## config.mk

```make
export PLATFORM = sky130hd
export DESIGN_NAME = bsgd_lane
export DESIGN_NICKNAME = d
export VERILOG_FILES = /design/src/rtl/bsgd_pkg.sv /design/src/rtl/bsgd_lane.sv
export SDC_FILE = /design/constraint.sdc
export NUM_CORES = 2
export LEC_CHECK = 0
export BUFFER_PORTS_ARGS = -buffer_cell sky130_fd_sc_hd__buf_2
export CAP_MARGIN = 20
export CORE_MARGIN = 1.5
export CORE_UTILIZATION = 59
export CTS_BUF_LIST = sky130_fd_sc_hd__clkbuf_8
export DETAILED_ROUTE_END_ITERATION = 12
export PLACE_DENSITY = 0.75
export SETUP_SLACK_MARGIN = 0.1
export SLEW_MARGIN = 20
export SYNTH_ARGS = -nofsm -noshare
export SYNTH_HDL_FRONTEND = slang
export SYNTH_SLANG_ARGS = --single-unit
```

## constraint.sdc

```tcl
create_clock -name i_clk -period 14.11 [get_ports i_clk]
set_input_delay 4.233 -clock i_clk [delete_from_list [all_inputs] [get_ports i_clk]]
set_output_delay 4.233 -clock i_clk [all_outputs]
set_load 0.1 [all_outputs]
```

## src/rtl/bsgd_pkg.sv

```systemverilog
`default_nettype none
package bsgd_pkg;

    localparam int DW = 24;

    typedef enum logic [2:0] {
        OP_TRAIN    = 3'd0,
        OP_VALIDATE = 3'd1,
        OP_PREDICT  = 3'd2,
        OP_LOAD_UF  = 3'd3,
        OP_LOAD_IF  = 3'd4,
        OP_LOAD_UB  = 3'd5,
        OP_LOAD_IB  = 3'd6,
        OP_NOP      = 3'd7
    } t_op;

    localparam logic [2:0] CFG_STEP = 3'd0;
    localparam logic [2:0] CFG_REG  = 3'd1;
    localparam logic [2:0] CFG_GM   = 3'd2;
    localparam logic [2:0] CFG_MAX  = 3'd3;
    localparam logic [2:0] CFG_MIN  = 3'd4;

    typedef enum logic [3:0] {
        S_CLEAR,
        S_IDLE,
        S_WRAP,
        S_BASE,
        S_DOT,
        S_PRED,
        S_ERR,
        S_SQ,
        S_UPD,
        S_DRAIN,
        S_LOAD
    } t_state;

    typedef struct packed {
        logic [2:0]         opcode;
        logic [11:0]        user_index;
        logic [11:0]        item_index;
        logic signed [23:0] rating;
        logic [5:0]         element_index;
        logic signed [23:0] load_value;
    } t_in;

    typedef struct packed {
        logic signed [23:0] prediction;
        logic [47:0]        squared_error;
        logic [2:0]         kind;
    } t_out;

    typedef struct packed {
        logic       vld;
        logic       bias;
        logic [5:0] k;
    } t_tag;

    typedef struct packed {
        logic        bias;
        logic [15:0] step;
        logic [15:0] lambda;
    } t_lane_ctl;

endpackage
`default_nettype wire

```

## src/rtl/bsgd_lane.sv

```systemverilog
`default_nettype none
module bsgd_lane (
    input  logic                 i_clk,
    input  bsgd_pkg::t_lane_ctl  i_ctl,
    input  logic signed [23:0]   i_v,
    input  logic signed [23:0]   i_other,
    input  logic signed [24:0]   i_e,
    output logic signed [23:0]   o_v
);
    import bsgd_pkg::*;

    logic signed [48:0] eo;
    logic signed [48:0] a_r;
    logic signed [40:0] lv;
    logic signed [40:0] lv_r;
    logic signed [33:0] n_a;
    logic signed [33:0] r_a;
    logic signed [25:0] r_rg;
    logic signed [23:0] r_v0;
    logic signed [34:0] d;
    logic signed [51:0] gd;
    logic signed [51:0] gd_r;
    logic signed [35:0] r_st;
    logic signed [23:0] r_v1;
    logic signed [36:0] s;
    logic signed [23:0] n_o;
    logic signed [23:0] r_o;

    // stage a: error term and decay term
    assign eo   = i_e * i_other;
    assign a_r  = (eo + 49'sd32768) >>> 16;
    assign n_a  = i_ctl.bias ? 34'(i_e) : 34'(a_r);
    assign lv   = $signed({1'b0, i_ctl.lambda}) * i_v;
    assign lv_r = (lv + 41'sd32768) >>> 16;

    // stage b: scale by step
    assign d    = 35'(r_a) - 35'(r_rg);
    assign gd   = $signed({1'b0, i_ctl.step}) * d;
    assign gd_r = (gd + 52'sd32768) >>> 16;

    // stage c: add and saturate
    assign s = 37'(r_v1) + 37'(r_st);
    always_comb begin
        if (s > 37'sd8388607) begin
            n_o = 24'sd8388607;
        end else if (s < -37'sd8388608) begin
            n_o = -24'sd8388608;
        end else begin
            n_o = 24'(s);
        end
    end

    always_ff @(posedge i_clk) begin
        r_a  <= n_a;
        r_rg <= 26'(lv_r);
        r_v0 <= i_v;
        r_st <= 36'(gd_r);
        r_v1 <= r_v0;
        r_o  <= n_o;
    end

    assign o_v = r_o;
endmodule
`default_nettype wire

```

# Word-level counts from Yosys, hierarchy flattened
# Index checks and enable logic that the tools add are counted.
[op_classes] n_lt_le_gt_ge=2 mux=2 n_addsub=5 n_mul=3
[op_table] op="adder 52 x 17 -> 52 bit, second input constant" count=1
[op_table] op="multiplier 17 x 35 -> 52 bit" count=1
[op_table] op="adder 49 x 17 -> 49 bit, second input constant" count=1
[op_table] op="multiplier 25 x 24 -> 49 bit" count=1
[op_table] op="adder 41 x 17 -> 41 bit, second input constant" count=1
[op_table] op="multiplier 17 x 24 -> 41 bit" count=1
[op_table] op="adder 24 x 36 -> 37 bit" count=1
[op_table] op="greater-than comparator 37 x 24 -> 1 bit, second input constant" count=1
[op_table] op="< comparator 37 x 24 -> 1 bit, second input constant" count=1
[op_table] op="subtractor 34 x 25 -> 35 bit" count=1
[op_table] op="2-to-1 mux 34 bit" count=1
[op_table] op="2-to-1 mux 24 bit" count=1
[word_totals] elab_cells=18 reg_bits=167 out_inout_bits=24

# Longest topological paths before layout
[depth] depth_word=3 depth_mapped=39 ltp_nobuf=38

# Worst setup path after synthesis
# OpenSTA, ideal clock, no wires.
[synth_path] path_type="input port to flip-flop" startpoint="input i_other[4]" endpoint="register r_a[26]" n_path_buf=2 setup_time_ns=0.129 cell_stages=27 path_slack_ns=3.016 t_arrival_ns=10.965 cell_sequence="clkbuf_1 > clkbuf_1 > nand2_1 > fa_1 > fa_1 > inv_1 > fa_1 > inv_1 > fa_1 > inv_1 > fa_1 > inv_1 > fa_1 > inv_1 > fa_1 > ha_1 > a211oi_1 > o21bai_1 > a41oi_1 > o22ai_1 > a311oi_1 > o211ai_1 > a31o_2 > a21o_1 > a21oi_1 > xor2_1 > o21ai_0"
[synth_via] elab_chain_cells=3
[synth_rtl] item="start: declaration" line="bsgd_lane.sv:6" text="input logic signed [23:0] i_other,"
[synth_rtl] item="multiplier 25 x 24 -> 49 bit" line="bsgd_lane.sv:30" text="assign eo = i_e * i_other;"
[synth_rtl] item="adder 49 x 17 -> 49 bit" line="bsgd_lane.sv:31" text="assign a_r = (eo + 49'sd32768) >>> 16;"
[synth_rtl] item="2-to-1 mux 34 bit" line="bsgd_lane.sv:32" text="assign n_a = i_ctl.bias ? 34'(i_e) : 34'(a_r);"
[synth_rtl] item="net n_a[26]" line="bsgd_lane.sv:16" text="logic signed [33:0] n_a;"
[synth_rtl] item="end signal: assignment" line="bsgd_lane.sv:54" text="r_a <= n_a;"
[synth_rtl] item="end: declaration" line="bsgd_lane.sv:17" text="logic signed [33:0] r_a;"
# The timed path passes the listed nets, and every way through them passes these cells.
# A chain may end at the register's enable or synchronous reset.

# Worst setup path in the final report
[layout_path] startpoint="input i_e[11]" endpoint="register r_a[32]"
[layout_via] elab_chain_cells=3
[layout_rtl] item="start: declaration" line="bsgd_lane.sv:7" text="input logic signed [24:0] i_e,"
[layout_rtl] item="multiplier 25 x 24 -> 49 bit" line="bsgd_lane.sv:30"
[layout_rtl] item="adder 49 x 17 -> 49 bit" line="bsgd_lane.sv:31"
[layout_rtl] item="2-to-1 mux 34 bit" line="bsgd_lane.sv:32"
[layout_rtl] item="net n_a[32]" line="bsgd_lane.sv:16"
# The timed path passes the listed nets, and every way through them passes these cells.

==> metrics.yaml <==
fillers: 8772
syn_area_mm2: 0.0616
critPathArrivalTime_ps: 12270
synth_top_area_share_pct: 49.8
tns_ps: 0
cts.reportedPaths.clkPinSlew_ps: 100
min_path_type: "flip-flop to flip-flop"
fmax_ghz: 0.0847
holdPathStages: 0
overflow: 0
synth_top_area_cell: "fa_1"
rsz0062_at_grt: "false"
cts_buffer_depth: 2
antenna_found_initial: 10
critPathMaxStageDelay_ps: 670
drive_gt1_share_pct: 3.67
die_height_um: 326
dieArea_mm2: 0.106
relSlewSlack_pct: 25.7
vias: 44304
grt_usage_pct: 30.0
multi_input_area_mm2: 0.0510
slew_violations: 0
ys_ff_latch: 166
cts.sinks: 166
synthFlopType: "dfxtp_1"
synth_area_leaders: "fa_1 (50%), inv_1 (10%), ha_1 (9.5%)"
setup.worst_path.class: "input port to flip-flop"
async_reset_ff_share_pct: 0
io_buffers: 130
wl_um: 150000
grt_max_degree: 55
tightest_slew_ps: 1110
synth_cell_type_count: 82
fin_cells: 8041
synth_edf_count: 0
ys_seq_area_share_pct: 5.39
cts_setup_buffers: 0
drv_cap: 0
gp_congestion: 0.924
drt-wirelength-per-cell_um: 18.6
worst_setup_path_start_kind: "input port"
setup_violations: 0
drtPass1Iterations: 6
reg2reg_depth: 33
crit_top_cell: "fa_1"
drt.antenna.violating_nets: 0
numCtsBuffers: 17
synth_cells: 6750
final_cell_mix: "inv_1 (1683), fa_1 (1531), nand2_1 (934), and2_1 (673), ha_1 (468)"
grt_pass1_vias: 49004
via_per_inst: 5.51
dp_cells: 8001
yosysWarnings: 0
syn_area_per_cell_um2: 9.13
hpwlAfterDp_um: 122000
fin_crit_sh_pct: 83.7
rows: 118
required_ps: 14570
io_pins: 131
slowest_stage: "o311ai_0"
drc_errors: 0
area_growth_pct: 3.31
hold_buffers: 0
fin_worst_skew_ps: 19.3
core_mm2: 0.103
cts_resized: 0
syn-num-nets: 8856
grt_pass1_wl_um: 252000
cts_tree: "done"
nets: 8746
outcome: "finished, final reports clean"
final_common_cell: "inv_1"
min_period_ps: 11810
drt-initial-drc-count: 2910
worstPathMaxFanout: 25
clk_latency_ps: 550
cts.htree.levels: 4
hold_viol_final: 0
cp-end-kind: "flip-flop"
seq_area_mm2: 0.00332
start_util_pct: 59.5
crit_path_cell_trace: "buf_2, nand2_1, fa_1, fa_1, inv_1, fa_1, inv_1, fa_1, inv_1, fa_1, fa_1, fa_1, ha_1, a21o_1, a21o_1, a22oi_1, a21oi_1, o311ai_0, nand3_1, a311oi_1, nor2b_1, o21a_1, or3_1, a31oi_1"
cts_root_buf: "clkbuf_8"
fp.dieW_um: 326
## cells by family (layout without fill, tap and decap cells)
| kind of cell | count (synthesis) | in the layout | share of synthesized area, % |
|---|---|---|---|
| and+or+nand+nor | 1954 | 1954 | 15.7 |
| adders and majority gates | 2005 | 2005 | 59.4 |
| muxes | 2 | 2 | 0.0366 |
| other | 0 | 8 | 0 |
| DFF | 166 | 166 | 5.39 |
| xor gates and xnor gates | 174 | 174 | 2.47 |
| buffers and inverters | 1969 | 1872 | 12.1 |
| AOI/OAI and AO/OA | 480 | 480 | 5.02 |
## worst max-delay path, delay by kind of cell
kind	cells	cell delay, ps
AO/OA/AOI/OAI	8	2600
buffers and inverters	4	640
adder cells (fa/ha/maj)	8	3810
AND/OR/NAND/NOR	4	960
## sequential cells by signal (all words and copies together), names as in the netlist
signal and count:
r_st 36, r_v0 24, r_v1 24, r_rg 25
r_a 33, o_v 24
## path summary, 6_finish.rpt
check / start / end / slack [ps]
setup / recovery: i_e[11] / r_a[32] / 2300
hold / removal: r_v0[20] / r_v1[20] / 330
setup reg to reg: r_rg[6] / r_st[35] / 3360
hold reg to reg: r_v0[20] / r_v1[20] / 330
## layer usage
layer,routed length [um],share of wire (%),track usage (%)
met1,59000,39,39.4
met2,74700,50,50.9
met3,10100,6.8,3.82
met4,5900,3.9,11.3
met5,34,0.023,0
## metrics by stage
stage	cell area (um^2)	hold WS (ps)	util (%)	worst slack, ps
final	63600	330	61.5	2300
after global routing	63600	335	61.5	1980
after CTS	63600	329	61.5	2460
after detailed placement	63200	312	61.1	1900
after global placement	63200	311	61.1	1970
after floorplan	61600	310	-	3020
## cells in the mapped netlist, drive strengths merged (13+ instances only)
library cell / instances
nor3: 35
o21a: 24
fa: 1531
a21o: 57
inv: 1682
nand3: 42
and2: 673
buf: 13
ha: 468
nor2b: 33
nand2b: 52
nand4: 21
and3: 26
clkbuf: 274
o211ai: 14
xor2: 58
nor2: 90
o21ai: 120
nand2: 934
a211oi: 21
xnor2: 116
a21oi: 153
dfxtp: 166
## layout make-up
type	instances	share of cell area, %
Timing Repair Buffer	158	1.35
Sequential cell	166	5.22
Multi-Input combinational cell	4615	80.2
Inverter	1682	9.92
Clock inverter	15	0.214
Antenna cell	8	0.0315
Tap cell	1380	2.71
Clock buffer	17	0.368
Power is left out: the tool's default activity adds up to more than one toggle a clock period on the data nets, which glitch-free logic cannot reach.
