File: src/rtl/bsgd_pkg.sv
`default_nettype none
package bsgd_pkg;

    localparam int DW = 24;

    typedef enum logic [2:0] {
        OP_TRAIN    = 3'd0,
        OP_VALIDATE = 3'd1,
        OP_PREDICT  = 3'd2,
        OP_LOAD_UF  = 3'd3,
        OP_LOAD_IF  = 3'd4,
        OP_LOAD_UB  = 3'd5,
        OP_LOAD_IB  = 3'd6,
        OP_NOP      = 3'd7
    } t_op;

    localparam logic [2:0] CFG_STEP = 3'd0;
    localparam logic [2:0] CFG_REG  = 3'd1;
    localparam logic [2:0] CFG_GM   = 3'd2;
    localparam logic [2:0] CFG_MAX  = 3'd3;
    localparam logic [2:0] CFG_MIN  = 3'd4;

    typedef enum logic [3:0] {
        S_CLEAR,
        S_IDLE,
        S_WRAP,
        S_BASE,
        S_DOT,
        S_PRED,
        S_ERR,
        S_SQ,
        S_UPD,
        S_DRAIN,
        S_LOAD
    } t_state;

    typedef struct packed {
        logic [2:0]         opcode;
        logic [11:0]        user_index;
        logic [11:0]        item_index;
        logic signed [23:0] rating;
        logic [5:0]         element_index;
        logic signed [23:0] load_value;
    } t_in;

    typedef struct packed {
        logic signed [23:0] prediction;
        logic [47:0]        squared_error;
        logic [2:0]         kind;
    } t_out;

    typedef struct packed {
        logic       vld;
        logic       bias;
        logic [5:0] k;
    } t_tag;

    typedef struct packed {
        logic        bias;
        logic [15:0] step;
        logic [15:0] lambda;
    } t_lane_ctl;

endpackage
`default_nettype wire

File: src/rtl/bsgd_ram.sv
`default_nettype none
module bsgd_ram #(
    parameter int DEPTH = 2,
    parameter int AW    = 1
) (
    input  logic          i_clk,
    input  logic          i_we,
    input  logic [AW-1:0] i_waddr,
    input  logic [23:0]   i_wdata,
    input  logic [AW-1:0] i_raddr,
    output logic [23:0]   o_rdata
);
    import bsgd_pkg::*;

    logic [DW-1:0] mem [DEPTH];
    logic [DW-1:0] r_q;

    always_ff @(posedge i_clk) begin
        if (i_we) begin
            mem[i_waddr] <= i_wdata;
        end
        r_q <= mem[i_raddr];
    end

    assign o_rdata = r_q;
endmodule
`default_nettype wire

File: config.mk
export PLATFORM = sky130hd
export DESIGN_NAME = bsgd_ram
export DESIGN_NICKNAME = d
export VERILOG_FILES = /design/src/rtl/bsgd_pkg.sv /design/src/rtl/bsgd_ram.sv
export SDC_FILE = /design/constraint.sdc
export NUM_CORES = 1
export LEC_CHECK = 0
export BUFFER_PORTS_ARGS = -buffer_cell sky130_fd_sc_hd__buf_2
export CORE_MARGIN = 2
export CORE_UTILIZATION = 56
export DETAILED_ROUTE_END_ITERATION = 8
export PLACE_DENSITY = 0.82
export REMOVE_ABC_BUFFERS = 1
export SYNTH_ARGS = -nofsm -noshare
export SYNTH_HDL_FRONTEND = slang
export SYNTH_SLANG_ARGS = --single-unit
File: constraint.sdc
create_clock -name i_clk -period 2.98 [get_ports i_clk]
set_input_delay 0.596 -clock i_clk [delete_from_list [all_inputs] [get_ports i_clk]]
set_output_delay 0.596 -clock i_clk [all_outputs]
set_load 0.02 [all_outputs]
## Word level (Yosys, flattened, before mapping)

Memory sizes are Yosys's and may differ from the RTL's. A register that Yosys moved wholly into a read port is not among the register bits.
Index checks and enable logic that the tools add are counted.

| storage, ports and cells | value |
|---|---|
| register bits after elaboration | 0 |
| bits in writable memories | 48 |
| input port bits | 28 |
| output and inout bits | 24 |
| word-level logic and storage cells | 3 |
| memories | 1 |

Memory list:

| name | words | width | read ports | clocked after memory_dff | wr ports | RTL line | RTL |
|---|---|---|---|---|---|---|---|
| mem | 2 | 24 | 1 | 1 | 1 | bsgd_ram.sv:15 | `logic [DW-1:0] mem [DEPTH];` |

| operators by class | value |
|---|---|
| mux-type cells | 2 |

Operator list:

| kind | number |
|---|---|
| $mux 1 | 2 |

## Depth between registers and ports, before layout

Gate-level depths: netlist of the first run.

| logic depth | value |
|---|---|
| word-level depth | 2 |
| depth in mapped cells | 3 |
| mapped depth without buffers | 1 |

## Worst setup path after synthesis of the first run

OpenSTA, ideal clock, no wires.

| path | value |
|---|---|
| path kind | input-to-reg |
| start | input i_we |
| end | memory mem[0][0], enable pin |
| library setup time | 0.408 ns |
| data arrival time | 1.702 ns |
| required time | 2.572 ns |
| slack | 0.870 ns |
| stages | 1 |
| buffers on the path | 0 |
| cells stage by stage | nor2b_1 |

| between the ends | value |
|---|---|
| longest elaborated chain between the ends | 2 |

RTL lines:

| element | RTL line | RTL |
|---|---|---|
| start: declaration | bsgd_ram.sv:7 | `input logic i_we,` |
| $mux 1 | bsgd_ram.sv:19 | `if (i_we) begin` |
| $mux 1 (not written as such) | bsgd_ram.sv:20 | `mem[i_waddr] <= i_wdata;` |
| end: declaration | bsgd_ram.sv:15 |  |

No other way between the ends.

## Worst setup path in the final report of the first run

| path | value |
|---|---|
| start | register r_q[16] (netlist: o_rdata[16]), read port of mem |
| end | output o_rdata[16] |

RTL lines:

| element | RTL line | RTL |
|---|---|---|
| start: declaration | bsgd_ram.sv:16 | `logic [DW-1:0] r_q;` |
| end: declaration | bsgd_ram.sv:11 | `output logic [23:0] o_rdata` |

No word-level cell between the ends.

==> impl_results.md, run 1 <==
- Slew HR: 0.522
- Global route overflow: 0
- Fin crit period: 1.43 ns
- Via/cell ratio: ~4.6
- Pre-antenna DRT Iters: 4
- Synth warn: 0
- CP required: between 2 and 2.5 ns
- CTS tree: yes
- Max Cap Viol: 0
- DR vias: roughly 1000
- Die height: 68.5 µm
- Avg Cell Area, Syn: ~23 µm²
- DRT iter0 DRCs: 21
- Post-synthesis compound-gate area fraction: 0
- Tcrit/Tclk final: 0.481
- Slowest cell on the critical path: dfxtp_1
- Final ANT Viol Nets: 0
- Post-layout power: 1.95 mW
- Largest net degree at the start of global routing: 25
- Met2 wire length: approximately 1.4 mm
- Crit Path Category: flop to primary output
- Max Root-Sink Buffers: 2
- Met3 routed wirelength: approximately 280 µm
- Share of layout cells above drive strength 1: 0.527
- Status: finished, final reports clean
- Crit path DAT: between 0.8 and 0.9 ns
- Synth Area in Simple Gates: 0.00537
- Sequential fraction of the synthesis area: 0.824
- Initial antenna violation count: 0
- Critical Path, Cell by Cell: buf_2
- Setup Skew: ~0.0033 ns
- Combinational family with the most area after synthesis: multiplexers
- F_max: 698 MHz
- Family with the most delay on the worst path: flip-flops
- Rows: 23
- Routed WL: a little over 3 mm
- Post-detail-place hpwl: 2.09 mm
- Finished Core Util: 0.694
- PostCTS Resize Cnt: 0
- DRC: 0
- VDD IR max: approximately 0.57 mV
- Pleak: approximately 1.1 nW
- Initial Utilization: 0.583
- Synthesized instance count: between 100 and 150
- Horiz. Die Dim: just under 70 µm
- Setup_tns: 0 ns
- Reg clk slew, reported paths: around 0.06 ns
- Fin nets: 190
- GRT Total Usage: 0.151
- Layout area overhead: 19.1%
- Die ar.: ~4700 µm²
- First-pass GRT wire length: 4.55 mm
- Adder-cell share of the synthesized area: 0
- Core area: 4000 µm²
- Power density cells: around 700 nW/µm²
- Worst slew pin tran: ~0.7 ns
- Final setup vio count: 0
- CTS H-tree lvls: 3
- Final Max Tran Viols: 0
- I/O pin count: 52
- Mux cell area share after synthesis: 0.148
- CTS root buf: clkbuf_8
- Gpl congestion: approximately 0.64
- Skew-Pair Late Insertion Delay: about 0.33 ns
- Critical Path End Type: primary output
- #FFs+latches synth: just over 70
- CP Launch Type: flop
- Worst Path Buf+Inv: 1
- CTS Sinks: 72
- Max incr delay on CP: roughly 0.34 ns
- Cell Area, Synth: 2330 µm²
- Antenna Cells: 0
- Worst Hold Class: input port to flop
- Crit Path Max Fanout: 1
- RSZ-0062 raised after global routing: false
- WL met1: 1.27 mm
- IO buf count: 51
- Synth Area in XOR/XNOR: 0
- Vias in the first global route: 949
- WL/cell: roughly 14 µm
- Setup Buffers After CTS: 0
- Num CTS Buffers: 9
- Top layer used by detailed routing: met4
- Netlist cell types: 8
- Final hold viol count: 0
- Hold Buf Count CTS: 0
-- cell families (layout without fill, tap and decap cells) --
kind of cell,after synthesis,count (layout)
AND/OR/NAND/NOR,2,2
flip-flops,72,72
buffers and inverters,3,69
multiplexers,24,24
-- routing by layer --
metal / vias up / global-route usage
met4: 0 / 0.0825
met1: 453 / 0.186
li1: 500 / -
met3: 8 / 0.0682
met2: 43 / 0.224
met5: - / 0
-- cells in the mapped netlist --
| cell | instances | share of area |
|---|---|---|
| mux2_4 | 20 | 0.13 |
| mux2_2 | 4 | 0.019 |
| buf_12 | 2 | 0.017 |
| and2_1 | 1 | 0.0027 |
| nor2b_1 | 1 | 0.0027 |
| buf_6 | 1 | 0.0048 |
| edfxtp_1 | 48 | 0.62 |
| dfxtp_1 | 24 | 0.21 |
-- cell type report --
cell class                 instances  area [µm²]
sequential                        72        1920
fill                             243        1220
multi-input combinational         26         360
timing repair buffer              53         270
clock buffer                      16         160
tap                               50        62.6
-- sequential cells by signal, summed over array words and instances (netlist names) --
register / cells
o_rdata: 24
mem: 48
-- cells in the final DEF, fill, tap and decap left out --
master,Yosys,layout
buf_2,0,51
edfxtp_1,48,48
dfxtp_1,24,24
mux2_4,20,20
clkbuf_8,0,10
clkbuf_1,0,6
mux2_2,4,4
buf_4,0,2
nor2b_2,0,1
and2_1,1,1
-- worst paths after layout --
check | startpoint | end | slack, ns | cells past startpoint
worst min-delay path | i_wdata[10] | mem[0][10]$_DFFE_PP_ | 0.45 | 1
worst max register to register | mem[1][21]$_DFFE_PP_ | o_rdata[21]$_DFF_P_ | 2.20 | 1
worst max-delay path | o_rdata[16]$_DFF_P_ | o_rdata[16] | 1.55 | 1
worst min register to register | mem[0][12]$_DFFE_PP_ | o_rdata[12]$_DFF_P_ | 0.47 | 1
-- where the power goes --
| part | total, mW | leakage (nW) | internal (mW) | switching [mW] |
|---|---|---|---|---|
| logic | 0.161 | 0.397 | 0.0755 | 0.0851 |
| clock network | 0.627 | 0.0790 | 0.327 | 0.300 |
| registers | 1.16 | 0.653 | 1.14 | 0.0183 |
| total | 1.95 | 1.13 | 1.55 | 0.403 |
-- metrics by stage --
| stage | hold WS, ns | instance area (µm²) | worst slack [ns] | instances |
|---|---|---|---|---|
| final | 0.450 | 2780 | 1.55 | 217 |
| after detailed placement | 0.459 | 2620 | 1.26 | 201 |
| after global placement | 0.449 | 2620 | 1.31 | 201 |
| after global routing | 0.436 | 2780 | 1.51 | 217 |
| after CTS | 0.433 | 2780 | 1.52 | 217 |
| after floorplan | 0.448 | 2280 | 0.870 | 98 |
Power figures use the tool's default switching activity.
==> run 2: changes to the inputs <==
Settings changed: CORE_UTILIZATION 56 to 52, PLACE_DENSITY 0.82 to 0.77.
Clock period 2.98 ns to 1.45 ns, I/O delays scaled along.
==> impl_results.md, run 2 (synthesis gave the netlist of run 1 again) <==
- CP Launch Type: flop
- Status: finished, final reports clean
- Fin crit period: between 1 and 1.5 ns
- RSZ-0062 raised after global routing: false
- DRC: 0 (unchanged)
- PostCTS Resize Cnt: 0 (unchanged)
- DRT iter0 DRCs: 36 (+71%)
- Crit Path Max Fanout: 1 (unchanged)
- WL met1: 1.14 mm (-10%)
- WL/cell: 14.8 µm (+5.1%)
- Final ANT Viol Nets: 0 (unchanged)
- Vias in the first global route: 1152 (+21%)
- Core area: 4320 µm² (+8.1%)
- Rows: 24 (+4.3%)
- Layout area overhead: 20.9%
- Most frequent cells in the layout: 51 x buf_2, 48 x edfxtp_1, 24 x dfxtp_1
- Worst Hold Class: input port to flop
- CTS Sinks: 72 (unchanged)
- Horiz. Die Dim: 71.0 µm (+3.6%)
- Met2 wire length: 1.86 mm (+29%)
- Post-detail-place hpwl: 2.15 mm (+3.3%)
- Crit path DAT: 0.83 ns (about the same)
- Finished Core Util: 0.652 (-0.0422)
- DR vias: 1055 (+5.1%)
- CTS H-tree lvls: 3 (unchanged)
- Top layer used by detailed routing: met4
- IO buf count: 51 (unchanged)
- Fin nets: 191 (+0.53%)
- Final setup vio count: 0 (unchanged)
- Final hold viol count: 0 (unchanged)
- Met3 routed wirelength: 168 µm (-39%)
- Setup Buffers After CTS: 0 (unchanged)
- Crit Path Category: flop to primary output
- Gpl congestion: 0.602 (-5.8%)
- Share of layout cells above drive strength 1: 0.536 (+0.00877)
- Initial Utilization: 0.539 (-0.0437)
- F_max: roughly 900 MHz
- Flip-flop count of the largest register after layout: 48 (unchanged)
- Finished Cell Area: 2820 µm² (+1.5%)
- GRT Total Usage: 0.144 (-0.00697)
- Die ar.: 5030 µm² (+7.2%)
- VDD IR max: 0.861 mV (+51%)
- Pre-antenna DRT Iters: 4 (unchanged)
- Final Max Tran Viols: 0 (unchanged)
- Num CTS Buffers: 9 (unchanged)
- Post-layout power: 3.99 mW (+100%)
- Slew HR: 0.884 (+0.362)
- Worst slew pin tran: 0.174 ns (-0.543 ns)
- Skew-Pair Late Insertion Delay: 0.34 ns (about the same)
- First-pass GRT wire length: 5.00 mm (+9.8%)
- Max Root-Sink Buffers: 2 (unchanged)
- Power density cells: 1420 nW/µm² (+100%)
- I/O pin count: 52 (unchanged)
- Placement-stage worst setup slack: 0.360 ns (-0.903 ns)
- Via/cell ratio: 4.80 (+3.6%)
- Layout Cells excl Fill: 220 (+1.4%)
- Slowest cell on the critical path: dfxtp_1
- Routed WL: 3.26 mm (+6.5%)
- CTS tree: yes
- Setup Skew: 0.00616 ns (+0.00286 ns)
- Largest net degree at the start of global routing: 25 (unchanged)
- Critical Path End Type: primary output
- Pleak: 1.14 nW (+1.2%)
- Max incr delay on CP: 0.33 ns (about the same)
- CTS root buf: clkbuf_8
- Family with the most delay on the worst path: flip-flops
- Max Cap Viol: 0 (unchanged)
- Setup ws final: 0.332 ns (-1.22 ns)
- Commonest non-fill, non-tap cell in the layout: buf_2
- CP required: 1.16 ns (-1.22 ns)
- Critical Path, Cell by Cell: buf_2
- Antenna Cells: 0 (unchanged)
- Tcrit/Tclk final: 0.771
- Post-Place Cells: 204 (+1.5%)
- Reg clk slew, reported paths: 0.07 ns (about the same)
- Die height: 71.0 µm (+3.6%)
- Largest Register: mem
- Global route overflow: 0 (unchanged)
- Placed cell areas: 2660 µm² (+1.8%)
- Initial antenna violation count: 0 (unchanged)
- Hold Buf Count CTS: 0 (unchanged)
- Worst Path Buf+Inv: 1 (unchanged)
## run 2: worst paths after layout
kind                              from              endpoint  slack [ns]  cells after the start
setup reg to reg  mem[0][15]$_DFFE_PP_   o_rdata[15]$_DFF_P_        0.68                      1
hold / removal             i_wdata[14]  mem[0][14]$_DFFE_PP_        0.14                      1
setup / recovery   o_rdata[23]$_DFF_P_           o_rdata[23]        0.33                      1
hold reg to reg    mem[0][6]$_DFFE_PP_    o_rdata[6]$_DFF_P_        0.47                      1
## run 2: layout make-up
| class | instances | area [µm²] |
|---|---|---|
| clock inverters | 5 | 23.8 |
| fillers | 318 | 1510 |
| flip-flops and latches | 72 | 1920 |
| clock buffers | 11 | 131 |
| well taps | 52 | 65.1 |
| multi-input cells | 26 | 360 |
| repair buffers | 54 | 315 |
## run 2: report_power, final
| group | total [mW] | internal [mW] | switching (mW) | leakage [nW] |
|---|---|---|---|---|
| clock network | 1.25 | 0.600 | 0.651 | 0.0758 |
| registers | 2.39 | 2.35 | 0.0389 | 0.653 |
| logic | 0.345 | 0.167 | 0.177 | 0.413 |
## run 2: through the flow
stage	TNS, ns	hold WS (ns)
after global routing	0	0.121
after global placement	0	0.450
after floorplan	-8.49	0.389
final	0	0.138
after detailed placement	0	0.459
after CTS	0	0.111
## run 2: layer usage
metal / GRT usage / vias up
met1: 0.125 / 516
li1: - / 504
met4: 0.107 / 0
met5: 0 / -
met3: 0.0655 / 7
met2: 0.255 / 28
